===== src/hdl/assert_macros.svh =====
// Assertion macros shared by the timer queue RTL.
`ifndef ASSERT_MACROS_SVH
`define ASSERT_MACROS_SVH

// Condition that must hold on every clock edge outside reset.
`define DLTS_ASSERT_ALWAYS(lbl, expr) \
  lbl: assert property (@(posedge clk) disable iff (rst) (expr)) \
    else $error("timer queue check failed");

// Implication checked on every clock edge outside reset.
`define DLTS_ASSERT_IMPLY(lbl, ante, cons) \
  lbl: assert property (@(posedge clk) disable iff (rst) (ante) |-> (cons)) \
    else $error("timer queue check failed");

// Implication whose consequence is checked in the cycle after the antecedent.
`define DLTS_ASSERT_NEXT(lbl, ante, cons) \
  lbl: assert property (@(posedge clk) disable iff (rst) (ante) |=> (cons)) \
    else $error("timer queue check failed");

`endif


===== src/hdl/dlts_pkg.sv =====
// Package: constants, codes and slot entry type of the delta-list timer queue.
package dlts_pkg;

  localparam int MAX_TASKS = 32;
  localparam int ADDR_W    = $clog2(MAX_TASKS);
  localparam int LINK_W    = 6;
  localparam int DELTA_W   = 16;
  localparam int TAG_W     = 8;

  localparam logic [LINK_W-1:0] LINK_END = '1;
  localparam logic [LINK_W-1:0] MAX_L    = LINK_W'(MAX_TASKS);

  // Request kinds
  localparam logic [2:0] KIND_TICK     = 3'd0;
  localparam logic [2:0] KIND_DISPATCH = 3'd1;
  localparam logic [2:0] KIND_ADD      = 3'd2;
  localparam logic [2:0] KIND_DELETE   = 3'd3;
  localparam logic [2:0] KIND_CLEAR    = 3'd4;

  // Result status codes
  localparam logic [1:0] STAT_OK    = 2'd0;
  localparam logic [1:0] STAT_FULL  = 2'd1;
  localparam logic [1:0] STAT_EMPTY = 2'd2;

  typedef struct packed {
    logic [DELTA_W-1:0] delta;
    logic [DELTA_W-1:0] period;
    logic               ready;
    logic [TAG_W-1:0]   tag;
  } entry_t;

  localparam int ENTRY_W = $bits(entry_t);

  function automatic logic is_slot(input logic [LINK_W-1:0] x);
    return x < MAX_L;
  endfunction

  function automatic logic [ADDR_W-1:0] slot_addr(input logic [LINK_W-1:0] x);
    return x[ADDR_W-1:0];
  endfunction

endpackage


===== src/hdl/dlts_ram.sv =====
// Generic single-write, single-read RAM with registered read data.
module dlts_ram #(
  parameter int WIDTH = 8,
  parameter int DEPTH = 32
) (
  input  logic                     clk,
  input  logic                     we,
  input  logic [$clog2(DEPTH)-1:0] waddr,
  input  logic [WIDTH-1:0]         wdata,
  input  logic                     re,
  input  logic [$clog2(DEPTH)-1:0] raddr,
  output logic [WIDTH-1:0]         rdata
);

  logic [WIDTH-1:0] mem [DEPTH];

  // Write, and register the read word; hold it while no read is issued
  always_ff @(posedge clk) begin
    if (we) begin
      mem[waddr] <= wdata;
    end
    if (re) begin
      rdata <= mem[raddr];
    end
  end

endmodule


===== src/hdl/delta_list_timer_scheduler.sv =====
// Top level: sequencer of the delta-list timer queue over its link and entry RAMs.
//
// One request is taken when start is high and busy is low; its single result
// appears on status, fired, result_slot and result_tag for exactly one cycle
// with done high and must be captured then. Requests are handled one at a
// time. A tick, dispatch or delete on an empty list, a refused add or an
// unknown kind is answered from idle without a RAM read; a tick or a one-shot
// dispatch acts on the head entry alone. An add or a periodic dispatch walks
// the list entry by entry and stops before the first entry with a larger
// delta or at the end of the list, then links in the new entry. A delete
// searches entry by entry for the slot; when it is found, its delta is added
// to its successor, if any, and it is unlinked and freed. Every list step
// costs one read of the link and entry RAMs, whose read data is registered.
// After reset and on a clear request a sweep over all MAX_TASKS slots rebuilds
// the free chain; busy stays high during it, a clear answers as the sweep
// ends, and reset gives no result.
module delta_list_timer_scheduler (
  input  logic                          clk,
  input  logic                          rst,
  input  logic                          start,
  output logic                          busy,
  input  logic [2:0]                    kind,
  input  logic [dlts_pkg::DELTA_W-1:0]  delay_ticks,
  input  logic [dlts_pkg::DELTA_W-1:0]  period_ticks,
  input  logic [4:0]                    slot_id,
  input  logic [dlts_pkg::TAG_W-1:0]    handler_tag,
  output logic                          done,
  output logic [1:0]                    status,
  output logic                          fired,
  output logic [4:0]                    result_slot,
  output logic [dlts_pkg::TAG_W-1:0]    result_tag
);
  import dlts_pkg::*;
  `include "assert_macros.svh"

  typedef enum logic [15:0] {
    ST_IDLE  = 16'h0001,
    ST_CLR   = 16'h0002,
    ST_TICK  = 16'h0004,
    ST_DISP  = 16'h0008,
    ST_ADD   = 16'h0010,
    ST_WRD   = 16'h0020,
    ST_WCHK  = 16'h0040,
    ST_FIN1  = 16'h0080,
    ST_FIN2  = 16'h0100,
    ST_DCHK  = 16'h0200,
    ST_DNRD  = 16'h0400,
    ST_DSUM  = 16'h0800,
    ST_DUNL1 = 16'h1000,
    ST_DUNL2 = 16'h2000
  } state_t;

  state_t              state;
  logic [LINK_W-1:0]   active_head, free_head;
  logic [LINK_W-1:0]   cur, prev, sslot, nx, sid;
  logic [LINK_W-1:0]   cnt;
  logic                tail, clr_reply;
  entry_t              sw;
  logic [DELTA_W-1:0]  dcur;

  // RAM ports
  logic                lwe, dwe, re;
  logic [ADDR_W-1:0]   lwaddr, dwaddr, raddr;
  logic [LINK_W-1:0]   lwdata, link_rd;
  entry_t              dwdata, ent_rd;
  logic [ENTRY_W-1:0]  ent_raw;

  dlts_ram #(.WIDTH(LINK_W), .DEPTH(MAX_TASKS)) u_link_ram (
    .clk(clk), .we(lwe), .waddr(lwaddr), .wdata(lwdata),
    .re(re), .raddr(raddr), .rdata(link_rd)
  );

  dlts_ram #(.WIDTH(ENTRY_W), .DEPTH(MAX_TASKS)) u_entry_ram (
    .clk(clk), .we(dwe), .waddr(dwaddr), .wdata(dwdata),
    .re(re), .raddr(raddr), .rdata(ent_raw)
  );

  assign ent_rd = entry_t'(ent_raw);
  assign busy   = (state != ST_IDLE);

  logic               accept;
  logic [DELTA_W-1:0] tick_delta, ins_diff;
  logic [DELTA_W:0]   del_sum;
  logic [DELTA_W-1:0] del_sat;
  logic [LINK_W-1:0]  cnt_inc;

  assign accept     = start && !busy;
  assign tick_delta = (ent_rd.delta != '0) ? ent_rd.delta - 1'b1 : ent_rd.delta;
  assign ins_diff   = ent_rd.delta - sw.delta;
  assign del_sum    = {1'b0, ent_rd.delta} + {1'b0, dcur};
  assign del_sat    = del_sum[DELTA_W] ? '1 : del_sum[DELTA_W-1:0];
  assign cnt_inc    = cnt + 1'b1;

  // Drive RAM reads and writes for the current step
  always_comb begin
    lwe    = 1'b0;
    lwaddr = slot_addr(cur);
    lwdata = LINK_END;
    dwe    = 1'b0;
    dwaddr = slot_addr(cur);
    dwdata = '0;
    re     = 1'b0;
    raddr  = slot_addr(active_head);
    case (state)
      ST_IDLE: begin
        if (accept) begin
          if (kind == KIND_ADD) begin
            re    = is_slot(free_head);
            raddr = slot_addr(free_head);
          end else if (kind == KIND_TICK || kind == KIND_DISPATCH ||
                       kind == KIND_DELETE) begin
            re = is_slot(active_head);
          end
        end
      end
      ST_CLR: begin
        lwe    = 1'b1;
        lwaddr = slot_addr(cnt);
        lwdata = (cnt == MAX_L - 1'b1) ? LINK_END : cnt_inc;
        dwe    = 1'b1;
        dwaddr = slot_addr(cnt);
      end
      ST_TICK: begin
        dwe          = 1'b1;
        dwdata       = ent_rd;
        dwdata.delta = tick_delta;
        dwdata.ready = ent_rd.ready || (tick_delta == '0);
      end
      ST_DISP: begin
        if (ent_rd.ready && ent_rd.period == '0) begin
          lwe    = 1'b1;
          lwdata = free_head;
          dwe    = 1'b1;
        end
      end
      ST_WRD: begin
        re    = is_slot(cur) && (cnt < MAX_L);
        raddr = slot_addr(cur);
      end
      ST_FIN1: begin
        lwe    = 1'b1;
        lwaddr = slot_addr(sslot);
        lwdata = tail ? LINK_END : cur;
        dwe    = !tail;
        dwdata = ent_rd;
        dwdata.delta = ins_diff;
        dwdata.ready = ent_rd.ready || (ins_diff == '0);
      end
      ST_FIN2: begin
        lwe    = is_slot(prev);
        lwaddr = slot_addr(prev);
        lwdata = sslot;
        dwe    = 1'b1;
        dwaddr = slot_addr(sslot);
        dwdata = sw;
        dwdata.ready = sw.ready || (sw.delta == '0);
      end
      ST_DCHK: begin
        if (cur != sid) begin
          re    = is_slot(link_rd) && (cnt_inc < MAX_L);
          raddr = slot_addr(link_rd);
        end
      end
      ST_DNRD: begin
        re    = 1'b1;
        raddr = slot_addr(nx);
      end
      ST_DSUM: begin
        dwe          = 1'b1;
        dwaddr       = slot_addr(nx);
        dwdata       = ent_rd;
        dwdata.delta = del_sat;
        dwdata.ready = (del_sat != '0) ? 1'b0 : ent_rd.ready;
      end
      ST_DUNL1: begin
        lwe    = is_slot(prev);
        lwaddr = slot_addr(prev);
        lwdata = nx;
        dwe    = 1'b1;
      end
      ST_DUNL2: begin
        lwe    = 1'b1;
        lwdata = free_head;
      end
      default: begin
        lwe = 1'b0;
      end
    endcase
  end

  // Sequence each request through its read, modify and write-back steps
  always_ff @(posedge clk) begin
    if (rst) begin
      state       <= ST_CLR;
      cnt         <= '0;
      clr_reply   <= 1'b0;
      done        <= 1'b0;
      active_head <= LINK_END;
      free_head   <= '0;
    end else begin
      done <= 1'b0;
      case (state)
        ST_IDLE: begin
          if (accept) begin
            status      <= STAT_OK;
            fired       <= 1'b0;
            result_slot <= '0;
            result_tag  <= '0;
            cur         <= active_head;
            prev        <= LINK_END;
            cnt         <= '0;
            sid         <= {1'b0, slot_id};
            case (kind)
              KIND_TICK: begin
                if (is_slot(active_head)) state <= ST_TICK;
                else done <= 1'b1;
              end
              KIND_DISPATCH: begin
                if (is_slot(active_head)) state <= ST_DISP;
                else done <= 1'b1;
              end
              KIND_ADD: begin
                if (is_slot(free_head)) begin
                  sslot       <= free_head;
                  sw          <= '{delta: delay_ticks, period: period_ticks,
                                   ready: 1'b0, tag: handler_tag};
                  result_slot <= free_head[4:0];
                  state       <= ST_ADD;
                end else begin
                  status <= STAT_FULL;
                  done   <= 1'b1;
                end
              end
              KIND_DELETE: begin
                if (is_slot(active_head)) state <= ST_DCHK;
                else begin
                  status <= STAT_EMPTY;
                  done   <= 1'b1;
                end
              end
              KIND_CLEAR: begin
                clr_reply <= 1'b1;
                state     <= ST_CLR;
              end
              default: done <= 1'b1;
            endcase
          end
        end
        ST_CLR: begin
          cnt <= cnt_inc;
          if (cnt == MAX_L - 1'b1) begin
            active_head <= LINK_END;
            free_head   <= '0;
            done        <= clr_reply;
            clr_reply   <= 1'b0;
            state       <= ST_IDLE;
          end
        end
        ST_TICK: begin
          done  <= 1'b1;
          state <= ST_IDLE;
        end
        ST_DISP: begin
          if (!ent_rd.ready) begin
            done  <= 1'b1;
            state <= ST_IDLE;
          end else begin
            fired       <= 1'b1;
            result_slot <= active_head[4:0];
            result_tag  <= ent_rd.tag;
            active_head <= link_rd;
            if (ent_rd.period == '0) begin
              free_head <= active_head;
              done      <= 1'b1;
              state     <= ST_IDLE;
            end else begin
              sslot <= active_head;
              sw    <= '{delta: ent_rd.period, period: ent_rd.period,
                         ready: 1'b0, tag: ent_rd.tag};
              cur   <= link_rd;
              state <= ST_WRD;
            end
          end
        end
        ST_ADD: begin
          free_head <= link_rd;
          state     <= ST_WRD;
        end
        ST_WRD: begin
          if (is_slot(cur) && (cnt < MAX_L)) begin
            state <= ST_WCHK;
          end else begin
            tail  <= 1'b1;
            state <= ST_FIN1;
          end
        end
        ST_WCHK: begin
          if (ent_rd.delta > sw.delta) begin
            tail  <= 1'b0;
            state <= ST_FIN1;
          end else begin
            sw.delta <= sw.delta - ent_rd.delta;
            prev     <= cur;
            cur      <= link_rd;
            cnt      <= cnt_inc;
            state    <= ST_WRD;
          end
        end
        ST_FIN1: state <= ST_FIN2;
        ST_FIN2: begin
          if (!is_slot(prev)) active_head <= sslot;
          done  <= 1'b1;
          state <= ST_IDLE;
        end
        ST_DCHK: begin
          if (cur == sid) begin
            nx    <= link_rd;
            dcur  <= ent_rd.delta;
            state <= is_slot(link_rd) ? ST_DNRD : ST_DUNL1;
          end else begin
            prev <= cur;
            cur  <= link_rd;
            cnt  <= cnt_inc;
            if (!(is_slot(link_rd) && (cnt_inc < MAX_L))) begin
              done  <= 1'b1;
              state <= ST_IDLE;
            end
          end
        end
        ST_DNRD: state <= ST_DSUM;
        ST_DSUM: state <= ST_DUNL1;
        ST_DUNL1: begin
          if (!is_slot(prev)) active_head <= nx;
          state <= ST_DUNL2;
        end
        ST_DUNL2: begin
          free_head <= cur;
          done      <= 1'b1;
          state     <= ST_IDLE;
        end
        default: state <= ST_IDLE;
      endcase
    end
  end

  // A result transfer only ever ends a request
  `DLTS_ASSERT_IMPLY(a_done_idle, done, !busy)
  // In the cycle after an accepted request the sequencer is busy or gives the result
  `DLTS_ASSERT_NEXT(a_accept_busy, accept, busy || done)
  // A fired task always reports ok
  `DLTS_ASSERT_IMPLY(a_fired_ok, done && fired, status == STAT_OK)
  // The active and free lists never share a head slot
  `DLTS_ASSERT_ALWAYS(a_heads_apart,
    (active_head != free_head) || (active_head == LINK_END))

endmodule

===== config.mk =====
export PLATFORM = sky130hd
export DESIGN_NAME = delta_list_timer_scheduler
export DESIGN_NICKNAME = d
export VERILOG_FILES = /design/src/hdl/dlts_pkg.sv /design/src/hdl/dlts_ram.sv /design/src/hdl/delta_list_timer_scheduler.sv
export VERILOG_INCLUDE_DIRS = /design/src /design/src/hdl
export SDC_FILE = /design/constraint.sdc
export NUM_CORES = 2
export LEC_CHECK = 0
export BUFFER_PORTS_ARGS = -buffer_cell sky130_fd_sc_hd__buf_2
export CAP_MARGIN = 40
export CELL_PAD_IN_SITES_DETAIL_PLACEMENT = 1
export CELL_PAD_IN_SITES_GLOBAL_PLACEMENT = 1
export CORE_MARGIN = 8
export CORE_UTILIZATION = 48
export DETAILED_ROUTE_END_ITERATION = 7
export PLACE_DENSITY_LB_ADDON = 0.1
export SYNTH_ARGS = -nofsm -noshare
export SYNTH_HDL_FRONTEND = slang
export SYNTH_SLANG_ARGS = --single-unit

===== constraint.sdc =====
create_clock -name clk -period 4.6 [get_ports clk]
set_clock_uncertainty 0.05 [all_clocks]
set_input_delay 0.23 -clock clk [delete_from_list [all_inputs] [get_ports clk]]
set_output_delay 0.23 -clock clk [all_outputs]
set_load 0.005 [all_outputs]

Word-level counts from Yosys, hierarchy flattened
Memory sizes are Yosys's and may differ from the RTL's. A register that Yosys moved wholly into a read port is not among the register bits.
Cells that the tools add are included.
- bits in registers: 139
- RAM bits: 1504
- input port bits: 51
- output and inout port bits: 18
- logic and storage cells: 233
- memories: 2
- memory list (memory ; depth ; bits a word ; rd ports ; clocked after memory_dff ; write ports ; line ; RTL):
    u_entry_ram.mem ; 32 ; 41 ; 1 ; 1 ; 1 ; dlts_ram.sv:15 ; logic [WIDTH-1:0] mem [DEPTH];
    u_link_ram.mem ; 32 ; 6 ; 1 ; 1 ; 1 ; dlts_ram.sv:15 ;
- add/sub/neg operators: 5
- order comparisons: 8
- equality and inequality tests: 42
- muxes and demuxes: 109
- bitwise logic cells: 1
- reduce and logical (&&, ||, !) cells: 45
- operator list (cell ; count):
    2-to-1 mux 41 bit ; 5
    2-to-1 mux 16 bit ; 11
    case mux 16 bit (11 select lines) ; 1
    2-to-1 mux 6 bit ; 28
    case mux 41 bit (4 select lines) ; 1
    case mux 6 bit (4 select lines) ; 4
    case mux 16 bit (5 select lines) ; 1
    zero test 16 bit ; 4
    case mux 25 bit (2 select lines) ; 1
    case mux 16 bit (3 select lines) ; 1
    < comparator 6 bit (second input constant) ; 7
    case mux 6 bit (6 select lines) ; 1
    2-to-1 mux 5 bit ; 7
    2-to-1 mux 8 bit ; 4
    nonzero test 16 bit ; 2
    subtractor 16 bit ; 2
    case mux 5 bit (3 select lines) ; 2
    2-to-1 mux 1 bit ; 26
    inequality test 2 bit (second input constant) ; 12
    case mux 5 bit (4 select lines) ; 1
    AND reduction 4 bit ; 5
    case mux 6 bit (3 select lines) ; 1
    adder 16 x 16 -> 17 bit ; 1
    == test 16 x 1 -> 1 bit (second input constant) ; 1
    other kinds (51) ; 81

Logic depth before layout (Yosys ltp)
- word-level depth: 7
- gate-level depth with buffers: 15
- gate-level depth less buffers: 13

Hierarchy
A second synthesis with hierarchy kept.
- cells, all modules: 4303
- area, all modules: 69776.9 µm²
- by module, submodules not included (module ; times used ; cells an instance ; area an instance (µm²) ; sequential area each (µm²)):
    dlts_ram at u_entry_ram ; 1 ; 2883 ; 52226.3 ; 40629.0
    delta_list_timer_scheduler ; 1 ; 1097 ; 9900.7 ; 3743.6
    dlts_ram at u_link_ram ; 1 ; 323 ; 7649.8 ; 5945.7

Worst setup path before layout
Ideal clock, no wire load.
- kind: reg-to-reg
- from: register state[2]
- to: memory u_entry_ram.mem[4][0] (netlist bit), enable pin
- library setup time: 0.439 ns
- arrival: 4.094 ns
- data required time: 4.111 ns
- slack: 0.017 ns
- stages on the path, launching flop included: 10
- buffers on the path: 2
- period minus slack after synthesis: 4.583 ns
- path through: dfxtp_1 > buf_2 > or4_1 > nor3_1 > and4b_1 > clkbuf_1 > a222oi_1 > and2_1 > or3_1 > nor2_1
- longest elaborated chain between the ends: 5
- elaborated cells on any way between the ends: 12
- classes of those cells: eq/ne: 7; mux: 4; reduce/logical: 1
- RTL lines (element ; line ; RTL):
    from (decl) ; delta_list_timer_scheduler.sv:53 ; state_t state;
    from (signal assigned) ; delta_list_timer_scheduler.sv:319 ; state <= is_slot(link_rd) ? ST_DNRD : ST_DUNL1;
    == test 16 x 13 -> 1 bit, or another cell as far along ; delta_list_timer_scheduler.sv:104 ; case (state)
    OR reduction 5 bit (no line) ; n/a ;
    case mux 1 bit (3 select lines) ; delta_list_timer_scheduler.sv:104 ;
    2-to-1 mux 1 bit ; dlts_ram.sv:19 ; if (we) begin
    2-to-1 mux 1 bit (implied by the code) ; dlts_ram.sv:20 ; mem[waddr] <= wdata;
    to (decl) ; dlts_ram.sv:15 ;
Parallel ways exist; a longest one is shown, timed or not.

Worst setup path in the final report
- from: register cur[3]
- to: register u_entry_ram.rdata[25] (read register of u_entry_ram.mem), data pin
- longest elaborated chain between the ends: 3
- elaborated cells on any way between the ends: 7
- classes of those cells: order compare: 1; eq/ne: 1; mux: 4; reduce/logical: 1
- RTL lines (element ; line ; RTL):
    from (decl) ; delta_list_timer_scheduler.sv:55 ; logic [LINK_W-1:0] cur, prev, sslot, nx, sid;
    from (signal assigned) ; delta_list_timer_scheduler.sv:209 ; cur <= active_head;
    from (signal assigned) ; delta_list_timer_scheduler.sv:280 ; cur <= link_rd;
    from (signal assigned) ; delta_list_timer_scheduler.sv:304 ; cur <= link_rd;
    < comparator 6 bit or inequality test 6 x 5 -> 1 bit (tied branches) ; dlts_pkg.sv:35, delta_list_timer_scheduler.sv:159 ;
    logical AND 1 bit, or another cell as far along ; delta_list_timer_scheduler.sv:137 ; re = is_slot(cur) && (cnt < MAX_L);
    case mux 1 bit (4 select lines) or case mux 5 bit (4 select lines) (tied branches) ; delta_list_timer_scheduler.sv:104 ;
    to (decl) ; dlts_ram.sv:12 ; output logic [WIDTH-1:0] rdata
Parallel ways exist; a longest one is shown, timed or not.
A chain may end at the register's enable or synchronous reset.

==> results.md <==
- Run status: completed
- Die X-Extent: 403 um
- Initial Utilization: roughly half
- Total of max-cap violations: 0
- Tmin final: 4.48 ns
- RePlAce Congestion: 0.889
- Area delta synth->final: 16.8%
- Post-synth top cells: edfxtp_1 (1653), nand2_1 (826), nor2_1 (303)
- Share of Yosys cell area claimed by the top area cell type: 69.1%
- Max IR drop VDD: 0.000328 V
- Count leader, synth: edfxtp_1
- Hold path depth: 2
- Critical path's largest stage delay: 0.53 ns
- Post-synth top area cell: edfxtp_1
- Fin. Hold Viols: 0
- Hold Crit Class: in2reg
- Syn Nets: ~5500
- CP Data Required Time: 5.24 ns
- H-tree depth: 4
- Largest net degree at the start of global routing: 73
- Post-synth top flop: edfxtp_1
- Critical Path End Type: flop
- Share of post-route cells with drive strength above 1: between 10 and 15%
- Pins Over Slew Limit: 0
- TritonCTS buffer count: 179
- Worst path arrival time: 5.12 ns
- Final ANT Viol Nets: 0
- R2R depth: 14
- Vias in the first global route: 51600
- #FFs+latches synth: 1687
- Async set-reset flop share out of synthesis: 0%
- Vias: 51500
- Slew headroom: 38.9%
- Family with the most delay on the worst path: buffers and inverters
- # setup viols final: 0
- Avg WL per Cell: 33.3 um
- Drt pass-1 iters: 6
- Clk Latency, worst-skew pair: 0.83 ns
- Post-Layout Cell Count: 7788
- Fin crit share: a little over nine tenths
- CP Buf/Inv Count: 5
- Synth area leaders: edfxtp_1 (69%), nand2_1 (4.3%), a211oi_1 (2.5%), mux2i_1 (2.1%), nand3_1 (1.9%)
- Post-DP HPWL: 157000 um
- Crit Path Class: reg2reg
- Setup Buffers After CTS: 0
- Power Density: 485 nW/um^2
- Setup TNS: 0 ns
- Cell Area, Synth: 71800 um^2
- First-pass GRT wire length: 369000 um
- Crit-path max FO: 26
- GRT Util Overall: a little under a third
- Slowest cell on the critical path: and2_4
- Fmax achieved: 0.223 GHz
- Post-synth EDFFs: 1653
- # rows: 142
- CTS sink cnt: 1687
- Final WL: 259000 um
- Overflow after GRT: 0
- Number of antenna violations at the first check in global routing: 13
- R2R Setup Slk: 0.12 ns
- Leakage power: just over 30 nW
- Ys Warns: 0
- Synth unique cells: 97
- IO Pins: 69
- Number of instances in the placed design: 7397
- Reg clk slew, reported paths: 0.06 ns
- Root Driver: clkbuf_16
- Die area: 162000 um^2
- Cell Chain, Critical Path: xor2_1, nor4_4, a211oi_2, a311oi_4, buf_4, buf_4, and2_4, buf_12, buf_12, a21oi_1, nand2_1, nand4_1, o211ai_1, buf_4
- Post-Syn Area per Cell: 13.3 um^2
- Drt initial violations: 6092
- Core area: between 100000 and 150000 um^2
- Max Buffers Root-to-Sink: 3
- RSZ-0062 raised after global routing: false
- Layout Nets: 5792
- Sequential fraction of the synthesis area: 70.1%
- CTS tree: done
- # DRC: 0
- Critical path launch point type: flop
- Die H: 403 um
- DR vias/cell: approximately 6.6
- Port bufs: 68
- Cells after synthesis: 5382
- Critical path's most frequent cell: buf_4
- Worst-margin pin slew: 0.916 ns
- Crit path depth: 14
==> final cells by class <==
cell class | count | area (um^2)
Fill cell | 14300 | 65400
Sequential cell | 1687 | 50300
Multi-Input combinational cell | 3261 | 20000
Timing Repair Buffer | 507 | 5040
Clock buffer | 209 | 4700
Tap cell | 1944 | 2430
Clock inverter | 124 | 1140
Inverter | 52 | 195
Antenna cell | 4 | 10.0
==> cells in the final DEF, fill, tap and decap left out, types with 53 or more instances in the layout <==
master and n:
nand2_1 826, a21oi_1 156, and3_1 206, a22oi_1 68, nand4_1 125, nor4_1 65
buf_12 102, nand3_1 274, mux2i_1 148, o21ai_0 67, a211oi_1 238, a31oi_1 109
o211ai_1 60, nor2_1 269, clkinv_1 53, buf_4 284, dlygate4sd3_1 53, buf_2 68
a2111oi_0 125, edfxtp_1 1653, clkbuf_16 184
==> cell families after synthesis <==
logic type	count (synthesis)	share of synthesized area, %
and+or+nand+nor	1973	13.0
DFF	1687	70.1
AOI/OAI and AO/OA	1037	10.6
buffers and inverters	435	2.65
muxes	152	2.13
adders and majority gates	53	0.955
xor gates and xnor gates	45	0.559
==> per-layer routing <==
layer	vias up	global-route usage (%)	part of all wire [%]
met5	-	0	0.022
met1	26700	43.3	42
met3	528	6.06	9.2
met2	2686	48.7	46
met4	8	10.5	3.4
li1	21600	-	-
==> sequential cells by signal (all words and copies together), names as in the netlist, 8 cells and up <==
| signal | count |
|---|---|
| u_link_ram.mem | 192 |
| dcur | 16 |
| u_entry_ram.rdata | 41 |
| result_tag | 8 |
| sw | 40 |
| u_entry_ram.mem | 1312 |
| state | 14 |
==> path summary, 6_finish.rpt <==
| path | start | end |
|---|---|---|
| setup / recovery | cur[3] | u_entry_ram.rdata[25] |
| hold / removal | slot_id[1] | sid[1] |
| setup reg to reg | cur[3] | u_entry_ram.rdata[25] |
| hold reg to reg | clr_reply | clr_reply |
==> per-stage QoR <==
step	instance area, um^2	worst slack, ns	hold slack (ns)	power (mW)	utilization, %
floorplan	71800	0.0169	0.257	22.2	-
global placement	77400	0.167	0.379	26.0	51.9
detailed placement	77500	0.0402	0.380	26.2	51.9
CTS	83900	0.0668	0.0447	40.6	56.2
global route	83900	0.0182	0.0945	41.7	56.2
finish	83900	0.123	0.0934	40.6	56.2
==> power by group <==
part | total [mW] | switching [mW] | internal [mW]
clock | 14.5 | 6.16 | 8.37
sequential | 17.9 | 0.200 | 17.7
combinational | 8.23 | 5.84 | 2.39
total | 40.6 | 12.2 | 28.5
==> what timing repair did <==
action | in CTS | in global routing
hold buffers | 53 | 0
setup endpoints to repair | 0 | 4
gates resized for setup | 0 | 3
hold endpoints to repair | 67 | 0
Note: power is estimated with default switching activity, not from simulation.
